$ cat src/design/mfdf_pkg.sv
`timescale 1ns / 1ps
// ----------------------------------------------------------------------------
// mfdf_pkg: shared types and constants of the mesh flood duplicate filter
// Command codes, result status codes, register indexes and the records
// that move between the front end, the command queue and the scan engine.
// ----------------------------------------------------------------------------
package mfdf_pkg;

  localparam logic [31:0] BROADCAST_NODE = 32'hFFFF_FFFF;
  localparam logic [31:0] TTL_RESET      = 32'(10 * 60 * 1000);

  localparam int CFG_IDX_W = 1;
  localparam logic [CFG_IDX_W-1:0] REG_MY_NODE = 1'd0;
  localparam logic [CFG_IDX_W-1:0] REG_TTL_MS  = 1'd1;

  localparam logic [1:0] ST_ACCEPTED   = 2'd0;
  localparam logic [1:0] ST_DUPLICATE  = 2'd1;
  localparam logic [1:0] ST_COLLISION  = 2'd2;
  localparam logic [1:0] ST_REGISTERED = 2'd3;

  localparam logic [1:0] KIND_RX   = 2'd0;
  localparam logic [1:0] KIND_OWN  = 2'd1;
  localparam logic [1:0] KIND_COLL = 2'd2;

  localparam int QUEUE_DEPTH = 2;
  localparam int QPTR_W      = 1;
  localparam int QCNT_W      = 2;

  typedef struct packed {
    logic [1:0]  kind;
    logic [31:0] src_node;
    logic [31:0] packet_id;
    logic [39:0] now_ms;
    logic        deliver;
    logic        send_ack;
    logic        relay;
    logic [2:0]  relay_hops;
  } cmd_t;

  typedef struct packed {
    logic [31:0] source;
    logic [31:0] ident;
    logic [39:0] stamp;
  } entry_t;

endpackage

$ cat src/design/mfdf_front.sv
`timescale 1ns / 1ps
// ----------------------------------------------------------------------------
// mfdf_front: request front end
// Holds the configuration registers, takes header transfers and classifies
// them into queue commands with the delivery, ack and relay flags resolved.
// ----------------------------------------------------------------------------
module mfdf_front (
  input  logic                           clk,
  input  logic                           rst_n,
  input  logic                           start,
  output logic                           busy,
  input  logic                           in_req_type,
  input  logic [31:0]                    in_src_node,
  input  logic [31:0]                    in_dst_node,
  input  logic [31:0]                    in_packet_id,
  input  logic [2:0]                     in_hops_left,
  input  logic                           in_ack_wanted,
  input  logic [39:0]                    in_now_ms,
  input  logic                           cfg_we,
  input  logic [mfdf_pkg::CFG_IDX_W-1:0] cfg_index,
  input  logic [31:0]                    cfg_wdata,
  input  logic                           q_full,
  input  logic                           clearing,
  output logic                           push,
  output mfdf_pkg::cmd_t                 push_item,
  output logic [31:0]                    ttl_ms
);

  logic [31:0] my_node_r, my_node_nxt;
  logic [31:0] ttl_ms_r, ttl_ms_nxt;
  logic        dst_me;

  always_comb begin
    my_node_nxt = my_node_r;
    ttl_ms_nxt  = ttl_ms_r;
    if (cfg_we) begin
      if (cfg_index == mfdf_pkg::REG_MY_NODE) begin
        my_node_nxt = cfg_wdata;
      end else begin
        ttl_ms_nxt = cfg_wdata;
      end
    end
  end

  always_ff @(posedge clk) begin
    if (!rst_n) begin
      my_node_r <= '0;
      ttl_ms_r  <= mfdf_pkg::TTL_RESET;
    end else begin
      my_node_r <= my_node_nxt;
      ttl_ms_r  <= ttl_ms_nxt;
    end
  end

  assign busy   = q_full | clearing;
  assign push   = start & ~busy;
  assign ttl_ms = ttl_ms_r;
  assign dst_me = (in_dst_node == my_node_r);

  always_comb begin
    push_item.src_node  = in_src_node;
    push_item.packet_id = in_packet_id;
    push_item.now_ms    = in_now_ms;
    if (in_req_type) begin
      push_item.kind = mfdf_pkg::KIND_OWN;
    end else if (in_src_node == my_node_r) begin
      push_item.kind = mfdf_pkg::KIND_COLL;
    end else begin
      push_item.kind = mfdf_pkg::KIND_RX;
    end
    push_item.deliver    = dst_me | (in_dst_node == mfdf_pkg::BROADCAST_NODE);
    push_item.send_ack   = in_ack_wanted & dst_me;
    push_item.relay      = (in_hops_left != 3'd0);
    push_item.relay_hops = (in_hops_left != 3'd0) ? (in_hops_left - 3'd1) : 3'd0;
  end

endmodule

$ cat config.mk
export PLATFORM = sky130hd
export DESIGN_NAME = mfdf_front
export DESIGN_NICKNAME = d
export VERILOG_FILES = /design/src/design/mfdf_pkg.sv /design/src/design/mfdf_front.sv
export SDC_FILE = /design/constraint.sdc
export NUM_CORES = 1
export LEC_CHECK = 0
export ABC_AREA = 1
export CORE_AREA = 2 2 127 129
export CTS_BUF_LIST = sky130_fd_sc_hd__clkbuf_16
export CTS_CLUSTER_DIAMETER = 150
export CTS_CLUSTER_SIZE = 8
export DETAILED_ROUTE_END_ITERATION = 10
export DIE_AREA = 0 0 129 131
export DONT_BUFFER_PORTS = 1
export PLACE_DENSITY = 0.41
export REMOVE_ABC_BUFFERS = 1
export SYNTH_ARGS = -nofsm -noshare
export SYNTH_HDL_FRONTEND = slang
export SYNTH_SLANG_ARGS = --single-unit
$ cat constraint.sdc
create_clock -name clk -period 1.35 [get_ports clk]
set_input_delay 0.3375 -clock clk [delete_from_list [all_inputs] [get_ports clk]]
set_output_delay 0.3375 -clock clk [all_outputs]
set_load 0.03 [all_outputs]
### Word level (Yosys, flattened, before mapping)

Cells that the tools add are included.

| storage, ports and cells | value |
|---|---|
| output and inout bits | 146 |
| register bits | 64 |
| bits in read-only memories | 0 |
| memories | 0 |
| memory bits (writable) | 0 |
| latch bits | 0 |

| operators by class | value |
|---|---|
| bitwise logic cells | 6 |
| reductions and logical operators | 3 |
| multipliers | 0 |
| $lt $le $gt $ge | 0 |
| shift-type cells | 0 |
| equality and inequality tests | 3 |
| divide/modulo/power cells | 0 |
| $add $sub $neg | 1 |
| muxes and demuxes | 3 |

Operators with widths:

| kind | count |
|---|---|
| $eq A32 B32 Y1 | 2 |
| $eq A32 B32 Y1 const B | 1 |
| $mux W2 | 2 |
| $reduce_and A2 Y1 | 2 |
| $mux W3 | 1 |
| $reduce_bool A3 Y1 | 1 |
| $sub A3 B1 Y3 const B | 1 |
| $and A1 B1 Y1 | 2 |
| $not A1 Y1 | 2 |
| $or A1 B1 Y1 | 2 |

### Longest topological paths before layout

| logic depth | value |
|---|---|
| word-level depth | 3 |
| gate-level depth with buffers | 9 |
| mapped depth without buffers | 9 |

### Worst setup path after synthesis

Ideal clock, no wire load.

| timing | value |
|---|---|
| path kind | input to output |
| start | input port in_hops_left[0] |
| end | output port push_item[1] in the netlist's numbering |
| data arrival time | 1.203 ns |
| buffers on the path | 0 |
| data required time | 1.013 ns |
| path slack | -0.190 ns |
| stages on the path | 3 |
| cells stage by stage | nor2_1 -> inv_1 -> o21ai_0 |

RTL lines:

| what | line | source |
|---|---|---|
| start, declared | mfdf_front.sv:16 | `input logic [2:0] in_hops_left,` |
| end, declared | mfdf_front.sv:25 | `output mfdf_pkg::cmd_t push_item,` |

==> impl_metrics.tcl <==
set metrics [dict create \
    ioPinCount 326 \
    ys.flop_type "dfxtp_1" \
    worst-path-buf-inv 2 \
    path_cells "inv_2 -> nand2_2 -> nand2_1 -> nand2_1 -> nor2_2 -> nand2_2 -> nor2_4 -> nand2_2 -> nor2_2 -> buf_6" \
    placed_area_sq_um 3791 \
    syn_area_per_cell_sq_um 6.846 \
    grt_max_degree 65 \
    clk_pin_slew_ps 50 \
    vdd_drop_max_uv 792.1 \
    layout_setup_ws_ps -604.3 \
    grt_pass1_vias 3337 \
    die_y_microns 131 \
    finalHoldViolCount 0 \
    critPathTopFamily "simple AND/OR/NAND/NOR gates" \
    crit_required_ps 1010 \
    gp_congestion 0.8236 \
    die_width_microns 129 \
    holdPathEnd "ttl_ms[8]$_SDFFE_PN1P_" \
    synthesis.area_sq_um 4108 \
    status "finished, violations left" \
    async_reset_ff_frac 0 \
    power_leakage_nw 1.787 \
    wl_per_cell_microns 27.55 \
    insertion_delay_ps 330 \
    r2r-start "my_node_r[31]$_SDFFE_PN0P_" \
    crit_top_cell "nand2_2" \
    initial_core_util 0.2634 \
    drtIter0Drc 189 \
    final_cell_area_sq_um 4180 \
    grt_use_total 0.2417 \
    grt_overflow_total 0 \
    final_cell_mix "103 x nor2_1, 98 x nand2_1, 48 x o21ai_0, 48 x dfxtp_1, 40 x inv_1" \
    cts.sinks 64 \
    antenna_found_initial 0 \
    rrSetupSlack_ps 410 \
    multi_input_area_sq_um 1818 \
    cp_slowest_cell "dfxtp_2" \
    final-setup-viol-count 3 \
    timing.hold.ws_ps 94.01 \
    violations "negative setup slack" \
    slew_headroom 0.5519 \
    timing.rr.end "my_node_r[31]$_SDFFE_PN0P_" \
    synth-edff-count 0 \
    vias 3406 \
    wl_microns 20670 \
    num_antenna_cells 0 \
    fin_nets 711 \
    rows 46 \
    tightest_slew_ps 671.2 \
    fmax_mhz 511.7 \
    power.density_cell_area_nw_per_um2 1206 \
    place_ws_ps -546.0 \
    via_per_inst 4.541 \
    cts.htree.levels 3 \
    syn_inst 600 \
    seq_area_frac_synth 0.3119 \
    critPathKind "flip-flop to output pin" \
    fillers 1754 \
    synth_warnings 0 \
    hp-start "rst_n" \
    critical_path_arrival_ps 1620 \
    hold_depth 1 \
    period_needed_ps 1954 \
    start_kind "flip-flop" \
    rsz0062_at_grt "true" \
    cp_max_fo 3 \
    layout-drive-gt1-share 0.1854 \
    crit_path_end_kind "output pin" \
    cts_root_buffer "clkbuf_16" \
    die-area_sq_um 16900 \
    hpwl_microns 17380 \
    clock_skew_ps 0 \
    syn2layout_area_growth_pct 1.767 \
    period_share 1.448 \
    cts_tree "yes" \
    fp.coreArea_sq_um 15600 \
    hold_path.class "input pin to flip-flop" \
    layout_commonest_cell "nor2_1" \
    seq_area_sq_um 1306 \
    drc 0 \
    cts-buffers-inserted 9 \
    slowest_delay_ps 330 \
    synth_cell_types 25 \
    ant_nets 0 \
    stdcell_count 750 \
    grt_pass1_wl_microns 26930 \
    io_buffers 0 \
    dr.pass1.iters 4 \
    synth-seq-cells 64 \
    drv_slew 0 \
    maxCapViolCount 0 \
    cts_hold_buffers 0 \
    clk_path_buf_depth 2 \
    placedCellCount 731 \
    r2r_cells 5 \
]
[Yosys cell counts, types with 2 or more instances]
cell      instances  area [sq um]
xnor2_1          26         227.7
buf_2             6         30.03
buf_4           110         825.8
nand2_1         103         386.6
inv_2             7         26.28
dfxtp_1          64          1281
clkbuf_1          3         11.26
nor3_1            5         25.02
inv_1            38         142.6
buf_6             4         45.04
nand4_1           4         25.02
nand3b_1          3         22.52
a21oi_1          19         95.09
o21ai_0          49         245.2
xor2_1            7         61.31
ha_1              2         25.02
nor2_1          107         401.6
o21ai_1          26         130.1
nand3_1          11         55.05
[per-layer routing]
metal	routed length, microns	GRT usage	vias up
met4	287	0.04795	2
met1	6063	0.1862	1482
met5	66	0.03235	-
met2	8779	0.3666	286
li1	-	-	1621
met3	5469	0.3217	15
[worst max path at each step]
stage	from	slack, ps	cells past startpoint	endpoint
final	my_node_r[31]$_SDFFE_PN0P_	-600	10	push_item[4]
after global routing	my_node_r[31]$_SDFFE_PN0P_	-750	9	push_item[111]
after CTS	my_node_r[25]$_SDFFE_PN0P_	-630	8	push_item[4]
after detailed placement	in_dst_node[30]	-550	8	push_item[5]
after global placement	in_dst_node[30]	-540	8	push_item[5]
after floorplan	in_hops_left[0]	-190	3	push_item[1]
[stage by stage]
step	TNS [ps]	utilization	power (W)
after floorplan	-617.6	-	0.002711
final	-1753	0.2680	0.005043
after CTS	-1807	0.2666	0.005105
after detailed placement	-1683	0.2431	0.002975
after global placement	-1777	0.2431	0.002965
after global routing	-2178	0.2680	0.005296
[flip-flops by register name, indices dropped and copies added, names as in the netlist]
register / flops
ttl_ms: 32
my_node_r: 32
[final cells by class]
type | instances | area share
Sequential cell | 64 | 0.3125
Timing Repair Buffer | 42 | 0.08620
Inverter | 45 | 0.04041
Tap cell | 216 | 0.06465
Clock inverter | 7 | 0.007483
Clock buffer | 9 | 0.05388
Multi-Input combinational cell | 367 | 0.4349
[where the power goes]
group          switching [W]  internal [W]
Combinational       0.000371      0.000335
Clock               0.000865       0.00121
Sequential          0.000240       0.00202
Total                0.00148       0.00357
[kinds of logic after synthesis]
logic type / count (synthesis) / share of synthesized area
XOR/XNOR: 33 / 0.07036
AND/OR/NAND/NOR: 238 / 0.2327
flip-flops: 64 / 0.3119
adder cells (fa/ha/maj): 2 / 0.006091
buffers and inverters: 169 / 0.2644
AO/OA/AOI/OAI: 94 / 0.1145
[what timing repair did]
| action | 4_1_cts | 5_1_grt |
|---|---|---|
| gates resized for setup | 34 | 4 |
| setup buffers | 2 | 1 |
| pin swaps | 20 | 14 |
| setup endpoints to repair | 3 | 3 |
Note: power is estimated with default switching activity, not from simulation.
