### config.mk
export PLATFORM = sky130hd
export DESIGN_NAME = mfdf_queue
export DESIGN_NICKNAME = d
export VERILOG_FILES = /design/src/design/mfdf_pkg.sv /design/src/design/mfdf_queue.sv
export SDC_FILE = /design/constraint.sdc
export NUM_CORES = 1
export LEC_CHECK = 0
export ABC_AREA = 1
export BUFFER_PORTS_ARGS = -buffer_cell sky130_fd_sc_hd__buf_2
export CELL_PAD_IN_SITES_DETAIL_PLACEMENT = 2
export CELL_PAD_IN_SITES_GLOBAL_PLACEMENT = 2
export CORE_UTILIZATION = 41
export CTS_CLUSTER_SIZE = 25
export DETAILED_ROUTE_END_ITERATION = 6
export GPL_TIMING_DRIVEN = 0
export PLACE_DENSITY_LB_ADDON = 0.3
export SLEW_MARGIN = 15
export SYNTH_ARGS = -nofsm -noshare
export SYNTH_HDL_FRONTEND = slang
export SYNTH_SLANG_ARGS = --single-unit
### constraint.sdc
create_clock -name clk -period 11.2 [get_ports clk]
set_input_delay 1.12 -clock clk [delete_from_list [all_inputs] [get_ports clk]]
set_output_delay 1.12 -clock clk [all_outputs]
set_load 0.1 [all_outputs]
### src/design/mfdf_pkg.sv
`timescale 1ns / 1ps
// ----------------------------------------------------------------------------
// mfdf_pkg: shared types and constants of the mesh flood duplicate filter
// Command codes, result status codes, register indexes and the records
// that move between the front end, the command queue and the scan engine.
// ----------------------------------------------------------------------------
package mfdf_pkg;

  localparam logic [31:0] BROADCAST_NODE = 32'hFFFF_FFFF;
  localparam logic [31:0] TTL_RESET      = 32'(10 * 60 * 1000);

  localparam int CFG_IDX_W = 1;
  localparam logic [CFG_IDX_W-1:0] REG_MY_NODE = 1'd0;
  localparam logic [CFG_IDX_W-1:0] REG_TTL_MS  = 1'd1;

  localparam logic [1:0] ST_ACCEPTED   = 2'd0;
  localparam logic [1:0] ST_DUPLICATE  = 2'd1;
  localparam logic [1:0] ST_COLLISION  = 2'd2;
  localparam logic [1:0] ST_REGISTERED = 2'd3;

  localparam logic [1:0] KIND_RX   = 2'd0;
  localparam logic [1:0] KIND_OWN  = 2'd1;
  localparam logic [1:0] KIND_COLL = 2'd2;

  localparam int QUEUE_DEPTH = 2;
  localparam int QPTR_W      = 1;
  localparam int QCNT_W      = 2;

  typedef struct packed {
    logic [1:0]  kind;
    logic [31:0] src_node;
    logic [31:0] packet_id;
    logic [39:0] now_ms;
    logic        deliver;
    logic        send_ack;
    logic        relay;
    logic [2:0]  relay_hops;
  } cmd_t;

  typedef struct packed {
    logic [31:0] source;
    logic [31:0] ident;
    logic [39:0] stamp;
  } entry_t;

endpackage

### src/design/mfdf_queue.sv
`timescale 1ns / 1ps
// ----------------------------------------------------------------------------
// mfdf_queue: command queue
// Short FIFO between the front end and the scan engine.
// ----------------------------------------------------------------------------
module mfdf_queue (
  input  logic           clk,
  input  logic           rst_n,
  input  logic           push,
  input  mfdf_pkg::cmd_t push_item,
  input  logic           pop,
  output mfdf_pkg::cmd_t pop_item,
  output logic           full,
  output logic           empty
);

  mfdf_pkg::cmd_t                  slot_r [mfdf_pkg::QUEUE_DEPTH];
  logic [mfdf_pkg::QPTR_W-1:0]     wr_ptr_r, wr_ptr_nxt;
  logic [mfdf_pkg::QPTR_W-1:0]     rd_ptr_r, rd_ptr_nxt;
  logic [mfdf_pkg::QCNT_W-1:0]     count_r, count_nxt;

  assign full     = (count_r == mfdf_pkg::QCNT_W'(mfdf_pkg::QUEUE_DEPTH));
  assign empty    = (count_r == '0);
  assign pop_item = slot_r[rd_ptr_r];

  always_comb begin
    wr_ptr_nxt = wr_ptr_r;
    rd_ptr_nxt = rd_ptr_r;
    count_nxt  = count_r;
    if (push) begin
      wr_ptr_nxt = (wr_ptr_r == mfdf_pkg::QPTR_W'(mfdf_pkg::QUEUE_DEPTH - 1)) ?
                   '0 : wr_ptr_r + 1'b1;
    end
    if (pop) begin
      rd_ptr_nxt = (rd_ptr_r == mfdf_pkg::QPTR_W'(mfdf_pkg::QUEUE_DEPTH - 1)) ?
                   '0 : rd_ptr_r + 1'b1;
    end
    if (push && !pop) begin
      count_nxt = count_r + 1'b1;
    end else if (pop && !push) begin
      count_nxt = count_r - 1'b1;
    end
  end

  always_ff @(posedge clk) begin
    if (!rst_n) begin
      wr_ptr_r <= '0;
      rd_ptr_r <= '0;
      count_r  <= '0;
    end else begin
      wr_ptr_r <= wr_ptr_nxt;
      rd_ptr_r <= rd_ptr_nxt;
      count_r  <= count_nxt;
    end
  end

  always_ff @(posedge clk) begin
    if (push) begin
      slot_r[wr_ptr_r] <= push_item;
    end
  end

endmodule

# Yosys cells after proc, flatten, opt, wreduce, memory -nomap -nowiden
# Memory sizes are Yosys's and may differ from the RTL's. A register that Yosys moved wholly into a read port is not among the register bits.
# Cells that the tools add are included.
# word_totals
regBits	4
latchBits	0
ramBits	224
rom_bits	0
inputBits	116
output_inout_bits	114
word_cells	23
memories	1
# classes
addsub	4
multipliers	0
div	0
order_cmp	0
eq_ne	1
shift	0
muxes	8
bitwise	0
reduce_logical	6
# memory_table
name	depth	word_bits	rd	rd_clocked_by_memory_dff	write_ports	line	source
slot_r	2	112	1	1	1	mfdf_queue.sv:17	mfdf_pkg::cmd_t slot_r [mfdf_pkg::QUEUE_DEPTH];
# ops
cell	n
$mux 1	6
$mux 2	2
$add 1x1->1 const B	2
$add 2x1->2 const B	1
$eq 2x2->1 const B	1
$logic_and 1x1->1	2
$logic_not 1->1	2
$logic_not 2->1	1
$reduce_bool 2->1	1
$sub 2x1->2 const B	1

# Longest topological paths before layout
# Gate-level depths: netlist of run 1.
# logic_depth
word_depth	4
mapped_depth	8
mapped_depth_nobuf	8

# Least setup slack after synthesis of run 1
# OpenSTA, ideal clock, no wires.
# synth_timing
path_type	input port to flip-flop
from	in push
to	mem slot_r[0][0] in the netlist's numbering, enable pin
setup_time_ns	0.587
t_arrival_ns	5.846
required_ns	10.613
slack_ns	4.766
path_stages	2
path_buffers	0
cell_sequence	inv_1 -> nor2_1
# synth_between
elab_chain_cells	2
# synth_lines
item	line	source
start, declared	mfdf_queue.sv:9	input logic push,
$mux 1	mfdf_queue.sv:58	if (push) begin
$mux 1 (implied by the code)	mfdf_queue.sv:59	slot_r[wr_ptr_r] <= push_item;
end, declared	mfdf_queue.sv:17	
# No other way between the ends.

==> results of run 1 <==
-- layer usage --
metal | track usage [%] | up-vias
li1 | - | 2027
met2 | 37.3 | 158
met5 | 0 | -
met1 | 21.0 | 2231
met4 | 6.59 | 4
met3 | 5.07 | 34
-- layout make-up --
class                      instances  area [µm²]
antenna                            3        7.51
clock inverter                     5        20.0
buffer                            12         113
fill                            1743        9020
timing repair buffer             235        1300
clock buffer                      37         691
inverter                           8        35.0
tap                              265         332
sequential                       229        6830
multi-input combinational        134        1370
-- state kept, by name, summed over array words and instances, names as in the netlist, named ones only --
| name | flops |
|---|---|
| slot_r | 224 |
| wr_ptr_r | 1 |
| count_r | 2 |
| rd_ptr_r | 1 |
-- kinds of logic (layout without fill, tap and decap cells) --
kind of cell	count (synthesis)	after routing	synth area share, %
muxes	112	112	15.1
adders and majority gates	1	1	0.150
other	0	3	0
buffers and inverters	20	297	1.71
AOI/OAI and AO/OA	2	2	0.120
and+or+nand+nor	19	19	0.901
DFF	229	229	82.0
-- cell usage after synthesis --
cell type  number
nor2_1          9
nand2_1         8
mux2_2        112
ha_1            1
buf_4           1
nand4_1         1
inv_1           8
edfxtp_1      224
nand3_1         1
a21oi_1         1
buf_6           8
o21ai_0         1
dfxtp_1         5
buf_2           3
-- worst paths after layout --
| check | end |
|---|---|
| worst max-delay path | pop_item[68] |
| worst max register to register | slot_r[0][33] |
| worst min-delay path | count_r[0] |
| worst min register to register | count_r[0] |
-- worst max-delay path, stage by stage (launching register included) --
cell and delay [ps]:
dfxtp_1 380, buf_4 270, buf_6 200, mux2_2 370
buf_2 310
-- metrics by stage --
step	instance area [µm²]	setup slack (ps)
2_1_floorplan	8330	4770
3_3_place_gp	9810	2100
3_5_place_dp	9980	8460
4_1_cts	10700	7980
5_1_grt	10700	7960
6_report	10700	8040
-- where the power goes --
| part | internal, mW | switching, mW |
|---|---|---|
| logic | 0.0883 | 0.358 |
| registers | 0.992 | 0.0136 |
| clock network | 0.421 | 0.307 |
| total | 1.50 | 0.679 |
==> impl_metrics.json, run 1 <==
{
  "status": "complete, no violations",
  "skew_ps": 13.3,
  "fin_cells": 928,
  "ys_warn_count": 0,
  "clockRootBuffer": "clkbuf_16",
  "max_slew_margin_pct": 63.1,
  "drt_wl_total_um": 20500,
  "setup_tns_ps": 0,
  "avgSynthCellArea_um2": 21.7,
  "detail-route-antenna-nets": 0,
  "num_vias": 4454,
  "synthesis.nets": 500,
  "fin_util_pct": 54.2,
  "drive_above_1_share_pct": 58.9,
  "reg2regPathDepth": 4,
  "cp.required_ps": 10080,
  "p_leak_nw": 4.04,
  "synthDistinctLibCells": 14,
  "cp-start-kind": "register",
  "maxCapViolCount": 0,
  "crit_type": "reg -> out",
  "antenna_found_initial": 4,
  "synth_top_area_share_pct": 80.8,
  "first_iter_violations": 178,
  "die_y_um": 145,
  "grt_usage_pct": 19.7,
  "tightest_slew_ps": 552,
  "setup_viol": 0,
  "die_w_um": 145,
  "mostFrequentLayoutCells": "buf_2 (232), edfxtp_1 (224), mux2_2 (112), clkbuf_16 (25), clkbuf_1 (10)",
  "cts_hold_buf": 0,
  "cts.repair.resized": 0,
  "final_common_cell": "buf_2",
  "rrSetupSlack_ps": 9440,
  "wl_per_cell_um": 22.1,
  "drt-met1-wl_um": 7260,
  "hold_viol_final": 0,
  "hpwl_um": 14100,
  "fmax_ghz": 0.316,
  "rows": 51,
  "ys_seq_elements": 229,
  "cts_tree": "built",
  "area_delta_synth_final_pct": 28.4,
  "rsz0062_at_grt": "no",
  "wl_met2_um": 11300,
  "power.density_nw_per_um2": 204,
  "min_period_ps": 3160,
  "clkLatencyLatePin_ps": 510,
  "syn_area_um2": 8330,
  "seq_area_frac_synth_pct": 82.0,
  "timing.final.crit_share_pct": 28.2,
  "clock_sink_count": 229,
  "ir_drop_v": 0.000123,
  "dp_cells": 883,
  "cp.arrival_ps": 2040,
  "gp_congestion": 0.735,
  "synthTopCellsByArea": "edfxtp_1 (81%), mux2_2 (15%), dfxtp_1 (1.2%)",
  "total_power_mw": 2.18,
  "dr.max_layer_used": "met5",
  "critPathMaxFanout": 10,
  "grt_pass1_vias": 5127,
  "cts_buffers": 24,
  "core_region_area_um2": 19700,
  "start_util_pct": 42.2,
  "dieArea_um2": 20900,
  "dr_wl_met3_um": 1380,
  "synth_top_area_cell": "edfxtp_1",
  "grt_max_degree": 71,
  "hp-class": "reg -> reg",
  "globalRoute.totalOverflow": 0,
  "num_io_pins": 230,
  "drtPass1Iterations": 4,
  "hold_slack_ps": 539,
  "hold_start": "count_r[0]",
  "maxSlewViolCount": 0,
  "port_buffers": 229,
  "fin_nets": 761,
  "regToRegStartpoint": "wr_ptr_r",
  "cts_buffer_depth": 3,
  "path_clk_slew_ps": 60,
  "vias_per_cell": 4.80,
  "synth_cells": 383,
  "htree_levels": 1,
  "endpoint_kind": "primary output",
  "drc_errors": 0,
  "holdPathStages": 2,
  "grt_pass1_wl_um": 29700,
  "post-cts-setup-buffers": 0
}
(Power assumes the default switching activity.)
==> run 2: changes to the inputs <==
- CORE_UTILIZATION: 41 -> 38
- clock period: 11.2 -> 3 ns (I/O delays scaled with it)
==> run 2 against run 1 <==
  * Critical path type unchanged
  * Via count grew 11%
  * Combinational power grew to 4.0 times the previous value
  * Cell count grew 13%
  * Highest routed layer unchanged
  * Total power grew to 3.9 times the previous value
  * Clock power grew to 4.0 times the previous value
==> impl_metrics.json, run 2 (synthesis results as in run 1) <==
{
  "critPathMaxFanout": 10,
  "cp-start-kind": "register",
  "cts_tree": "built",
  "rr_endpoint": "slot_r[0][58]",
  "dp_cells": 895,
  "tightest_slew_ps": 769,
  "clockRootBuffer": "clkbuf_16",
  "cp.required_ps": 2700,
  "timing.final.crit_share_pct": 77.5,
  "grt_max_degree": 31,
  "status": "complete, no violations",
  "regToRegStartpoint": "wr_ptr_r",
  "start_util_pct": 39.1,
  "n_antenna_cell": 0,
  "holdPathStages": 3,
  "path_buf_inv": 3,
  "cts.repair.resized": 0,
  "htree_levels": 1,
  "maxSlewViolCount": 0,
  "hpwl_um": 14500,
  "reg2regPathDepth": 3,
  "hp-class": "in -> reg",
  "max_slew_margin_pct": 48.6,
  "num_vias": 4944,
  "die_w_um": 150,
  "cp_slowest_stage_delay_ps": 370,
  "drt_wl_total_um": 22900,
  "cts_buffers": 25,
  "antenna_found_initial": 1,
  "drive_above_1_share_pct": 50.8,
  "largest_register": "slot_r",
  "setup_viol": 0,
  "skew_ps": 20.6,
  "gp_congestion": 0.709,
  "hold_viol_final": 0,
  "crit_type": "reg -> out",
  "crit_family": "buffers and inverters",
  "p_leak_nw": 4.54,
  "num_io_pins": 230,
  "grt_pass1_wl_um": 33900,
  "reg_top3": "slot_r: 224 flops, count_r: 2 flops",
  "rrSetupSlack_ps": 1200,
  "path_cells": "buf_4 -> buf_6 -> mux2_2 -> buf_2",
  "pre_cts_slack_ps": 1010,
  "core_region_area_um2": 21300,
  "wl_per_cell_um": 21.8,
  "detail-route-antenna-nets": 0,
  "fin_nets": 876,
  "clock_sink_count": 229,
  "die_y_um": 150,
  "rows": 53,
  "grt_pass1_vias": 5853,
  "vias_per_cell": 4.70,
  "ir_drop_v": 0.000511,
  "min_period_ps": 2330,
  "setup_slack_ps": 674,
  "path_clk_slew_ps": 60,
  "drc_errors": 0,
  "fin_cells": 1052,
  "worst_path_max_delay_cell": "dfxtp_1",
  "port_buffers": 229,
  "endpoint_kind": "primary output",
  "grt_usage_pct": 20.5,
  "cp.arrival_ps": 2030,
  "hold_start": "pop",
  "setup_tns_ps": 0,
  "final_common_cell": "buf_2",
  "area_delta_synth_final_pct": 42.8,
  "mostFrequentLayoutCells": "buf_2 (232), edfxtp_1 (224), mux2_2 (112), dlygate4sd3_1 (112), clkbuf_16 (25)",
  "final_area_um2": 11900,
  "globalRoute.totalOverflow": 0,
  "fmax_ghz": 0.430,
  "clkLatencyLatePin_ps": 510,
  "cts_buffer_depth": 3,
  "largest_reg_flops": 224,
  "rsz0062_at_grt": "no",
  "dpl-instance-area_um2": 10000,
  "power.density_nw_per_um2": 712,
  "maxCapViolCount": 0,
  "drtPass1Iterations": 4,
  "first_iter_violations": 145,
  "dieArea_um2": 22500,
  "total_power_mw": 8.46
}
[run 2: repair_timing]
action                                 CTS  global route
setup buffers                            0             0
hold buffers                           110             2
endpoints found under the hold margin  220             4
[run 2: cell type report]
type / count / area (µm²)
Fill cell: 1863 / 9400
Sequential cell: 229 / 6830
Timing Repair Buffer: 349 / 2440
Multi-Input combinational cell: 134 / 1370
Clock buffer: 35 / 693
Tap cell: 275 / 344
Buffer: 12 / 113
Clock inverter: 10 / 71.3
Inverter: 8 / 33.8
[run 2: how the worst max path moves through the flow]
stage	startpoint	end	slack, ps	depth (start not counted)
2_1_floorplan	wr_ptr_r	slot_r[1][0]	520	2
3_3_place_gp	push	slot_r[1][31]	-610	3
3_5_place_dp	push	slot_r[0][98]	1010	5
4_1_cts	register	pop_item[50]	600	4
5_1_grt	register	pop_item[21]	560	4
6_report	register	pop_item[41]	670	4
[run 2: worst register-to-register path, delay by kind of cell (launching register included)]
| kind | cells | cell delay, ps |
|---|---|---|
| buffers and inverters | 2 | 500 |
| DFF | 1 | 350 |
| and+or+nand+nor | 1 | 620 |
[run 2: metrics by stage]
| step | utilization, % | hold slack [ps] |
|---|---|---|
| after floorplan | - | 399 |
| after global placement | 46.2 | 476 |
| after detailed placement | 47.0 | 492 |
| after CTS | 55.8 | 1.52 |
| after global routing | 55.9 | 50.7 |
| final | 55.9 | 59.5 |
[run 2: metal layers]
metal  up-vias  routed length, µm  global-route usage, %
li1       2259                  -                      -
met1      2499               8270                   21.7
met2       153              13100                   40.9
met3        31               1070                   3.99
met4         2                436                   4.65
met5         -                 13                      0
[run 2: power by group]
group | switching, mW | internal (mW) | total, mW
Sequential | 0.0499 | 3.70 | 3.75
Clock | 1.22 | 1.69 | 2.91
Combinational | 1.38 | 0.425 | 1.80
Total | 2.64 | 5.82 | 8.46
==> run 3: changes to the inputs <==
- clock period: 3 -> 2.2 ns (I/O delays scaled with it)
==> run 3 against run 2 <==
  * Wire length grew 9.2%
  * Flip-flop and latch count is the same
  * Via count grew 0.44%
  * Clock skew shrank 15 ps
  * Clock power grew 33%
  * Critical path type unchanged
==> impl_metrics.json, run 3 (synthesis results as in run 1) <==
{
  "dieArea_um2": 22500,
  "globalRoute.totalOverflow": 0,
  "setup_slack_ps": 113,
  "mostFrequentLayoutCells": "edfxtp_1 (224), buf_2 (157), dlygate4sd3_1 (113), mux2_2 (112), buf_4 (75)",
  "cp.required_ps": 1980,
  "path_clk_slew_ps": 60,
  "hold_start": "push",
  "hold_slack_ps": 33.1,
  "final_common_cell": "edfxtp_1",
  "timing.final.crit_share_pct": 94.9,
  "grt_usage_pct": 22.3,
  "cts_buffer_depth": 3,
  "cp.arrival_ps": 1870,
  "cts_tree": "built",
  "hold_viol_final": 0,
  "cts_buffers": 25,
  "clockPowerShare_pct": 33.6,
  "maxSlewViolCount": 0,
  "p_leak_nw": 4.58,
  "first_iter_violations": 180,
  "max_slew_margin_pct": 58.4,
  "setup_tns_ps": 0,
  "grt_max_degree": 36,
  "num_vias": 4966,
  "met2_usage_pct": 43.3,
  "status": "complete, no violations",
  "seq_power_share_pct": 44.3,
  "holdPathEnd": "wr_ptr_r",
  "rsz0062_at_grt": "no",
  "drive_above_1_share_pct": 50.8,
  "regToRegStartpoint": "wr_ptr_r",
  "fill_cells": 1840,
  "worst_path_max_delay_cell": "dfxtp_2",
  "rr_endpoint": "slot_r[1][62]",
  "cp-start-kind": "register",
  "rows": 53,
  "core_region_area_um2": 21300,
  "vias_per_cell": 4.73,
  "clock_sink_count": 229,
  "largest_reg_flops": 224,
  "crit_type": "reg -> out",
  "die_y_um": 150,
  "num_io_pins": 230,
  "post-cts-setup-buffers": 0,
  "holdPathStages": 3,
  "cpMostUsedCell": "buf_2",
  "fin_nets": 876,
  "fin_util_pct": 56.6,
  "path_cells": "buf_2 -> mux2_2 -> buf_2",
  "final_area_um2": 12000,
  "endpoint_kind": "primary output",
  "combPwrFrac_pct": 22.1,
  "crit_family": "buffers and inverters",
  "min_period_ps": 2090,
  "use_met1_pct": 24.3,
  "clockRootBuffer": "clkbuf_16",
  "antenna_found_initial": 0,
  "maxCapViolCount": 0,
  "cell_internal_pwr_mw": 7.90,
  "drt_wl_total_um": 25000,
  "skew_ps": 5.94,
  "area_delta_synth_final_pct": 44.6,
  "use_met3_pct": 4.91,
  "setup_viol": 0,
  "start_util_pct": 39.1,
  "gp_congestion": 0.728,
  "drtPass1Iterations": 4,
  "hp-class": "in -> reg",
  "ir_drop_v": 0.000795,
  "hpwl_um": 14200,
  "rrSetupSlack_ps": 340,
  "tightest_slew_ps": 622,
  "pre_cts_slack_ps": 319,
  "cp_slowest_stage_delay_ps": 380,
  "htree_levels": 1,
  "path_buf_inv": 2,
  "switching_power_mw": 3.67,
  "power.density_nw_per_um2": 961,
  "fmax_ghz": 0.479,
  "grt_pass1_vias": 5884,
  "clkLatencyLatePin_ps": 500,
  "reg_top3": "slot_r: 224 flops, count_r: 2 flops",
  "port_buffers": 229,
  "wl_per_cell_um": 23.8,
  "critPathMaxFanout": 10,
  "dpl-instance-area_um2": 9980,
  "reg2regPathDepth": 4,
  "detail-route-antenna-nets": 0,
  "drc_errors": 0,
  "grt_busiest_layer": "met2",
  "die_w_um": 150,
  "grt_pass1_wl_um": 36400,
  "switching_share_pct": 31.7,
  "largest_register": "slot_r",
  "n_antenna_cell": 0
}
-- run 3: changes by cell type in the layout (fill, tap and decap cells not counted), sizes merged --
cell and change:
inv -1, clkbuf -2, buf -1, clkinv +2, dlygate4sd3 +1
-- run 3: final cells by class --
cell class	instances	area [µm²]	area share, %
flip-flops and latches	229	6830	56.7
repair buffers	349	2610	21.7
multi-input cells	134	1370	11.4
clock buffers	33	656	5.45
well taps	275	344	2.86
plain buffers	12	125	1.04
clock inverters	11	71.3	0.592
inverters	8	33.8	0.281
-- run 3: repair_timing --
item / 4_1_cts / 5_1_grt
endpoints found under the hold margin: 227 / 0
resized for setup: 16 / 123
hold buffers: 113 / 0
setup endpoints to repair: 80 / 79
-- run 3: layer usage --
metal	routed length, µm	part of all wire, %	up-vias
met5	0	0	-
met4	522	2.1	0
met3	1530	6.1	28
met2	14000	56	182
met1	9000	36	2499
li1	-	-	2257
-- run 3: per-stage QoR --
step           power [mW]  std cells
2_1_floorplan        7.01        383
3_3_place_gp         7.39        887
3_5_place_dp         7.49        894
4_1_cts              11.5       1051
5_1_grt              11.9       1051
6_report             11.6       1051
-- run 3: power groups by stage --
stage                     logic (mW)  registers (mW)  clock network, mW
after floorplan                 1.82            5.19                  0
after global placement          2.19            5.20                  0
after detailed placement        2.28            5.21                  0
after CTS                       2.47            5.12               3.88
after global routing            2.64            5.15               4.13
final                           2.56            5.13               3.88
-- run 3: worst reg2reg max path, delay by kind of cell (launching register included) --
family | cells | cell delay, ps
buf+inv | 3 | 1120
flops | 1 | 340
simple gates | 1 | 110
-- run 3: how the worst max path moves through the flow --
stage | from | end | slack [ps] | cells past startpoint
6_report | register | pop_item[106] | 110 | 3
4_1_cts | register | pop_item[20] | 0.6 | 4
5_1_grt | register | pop_item[93] | 50 | 3
3_3_place_gp | push | slot_r[1][35] | -1240 | 3
3_5_place_dp | push | slot_r[1][39] | 320 | 5
2_1_floorplan | wr_ptr_r | slot_r[1][0] | -240 | 2
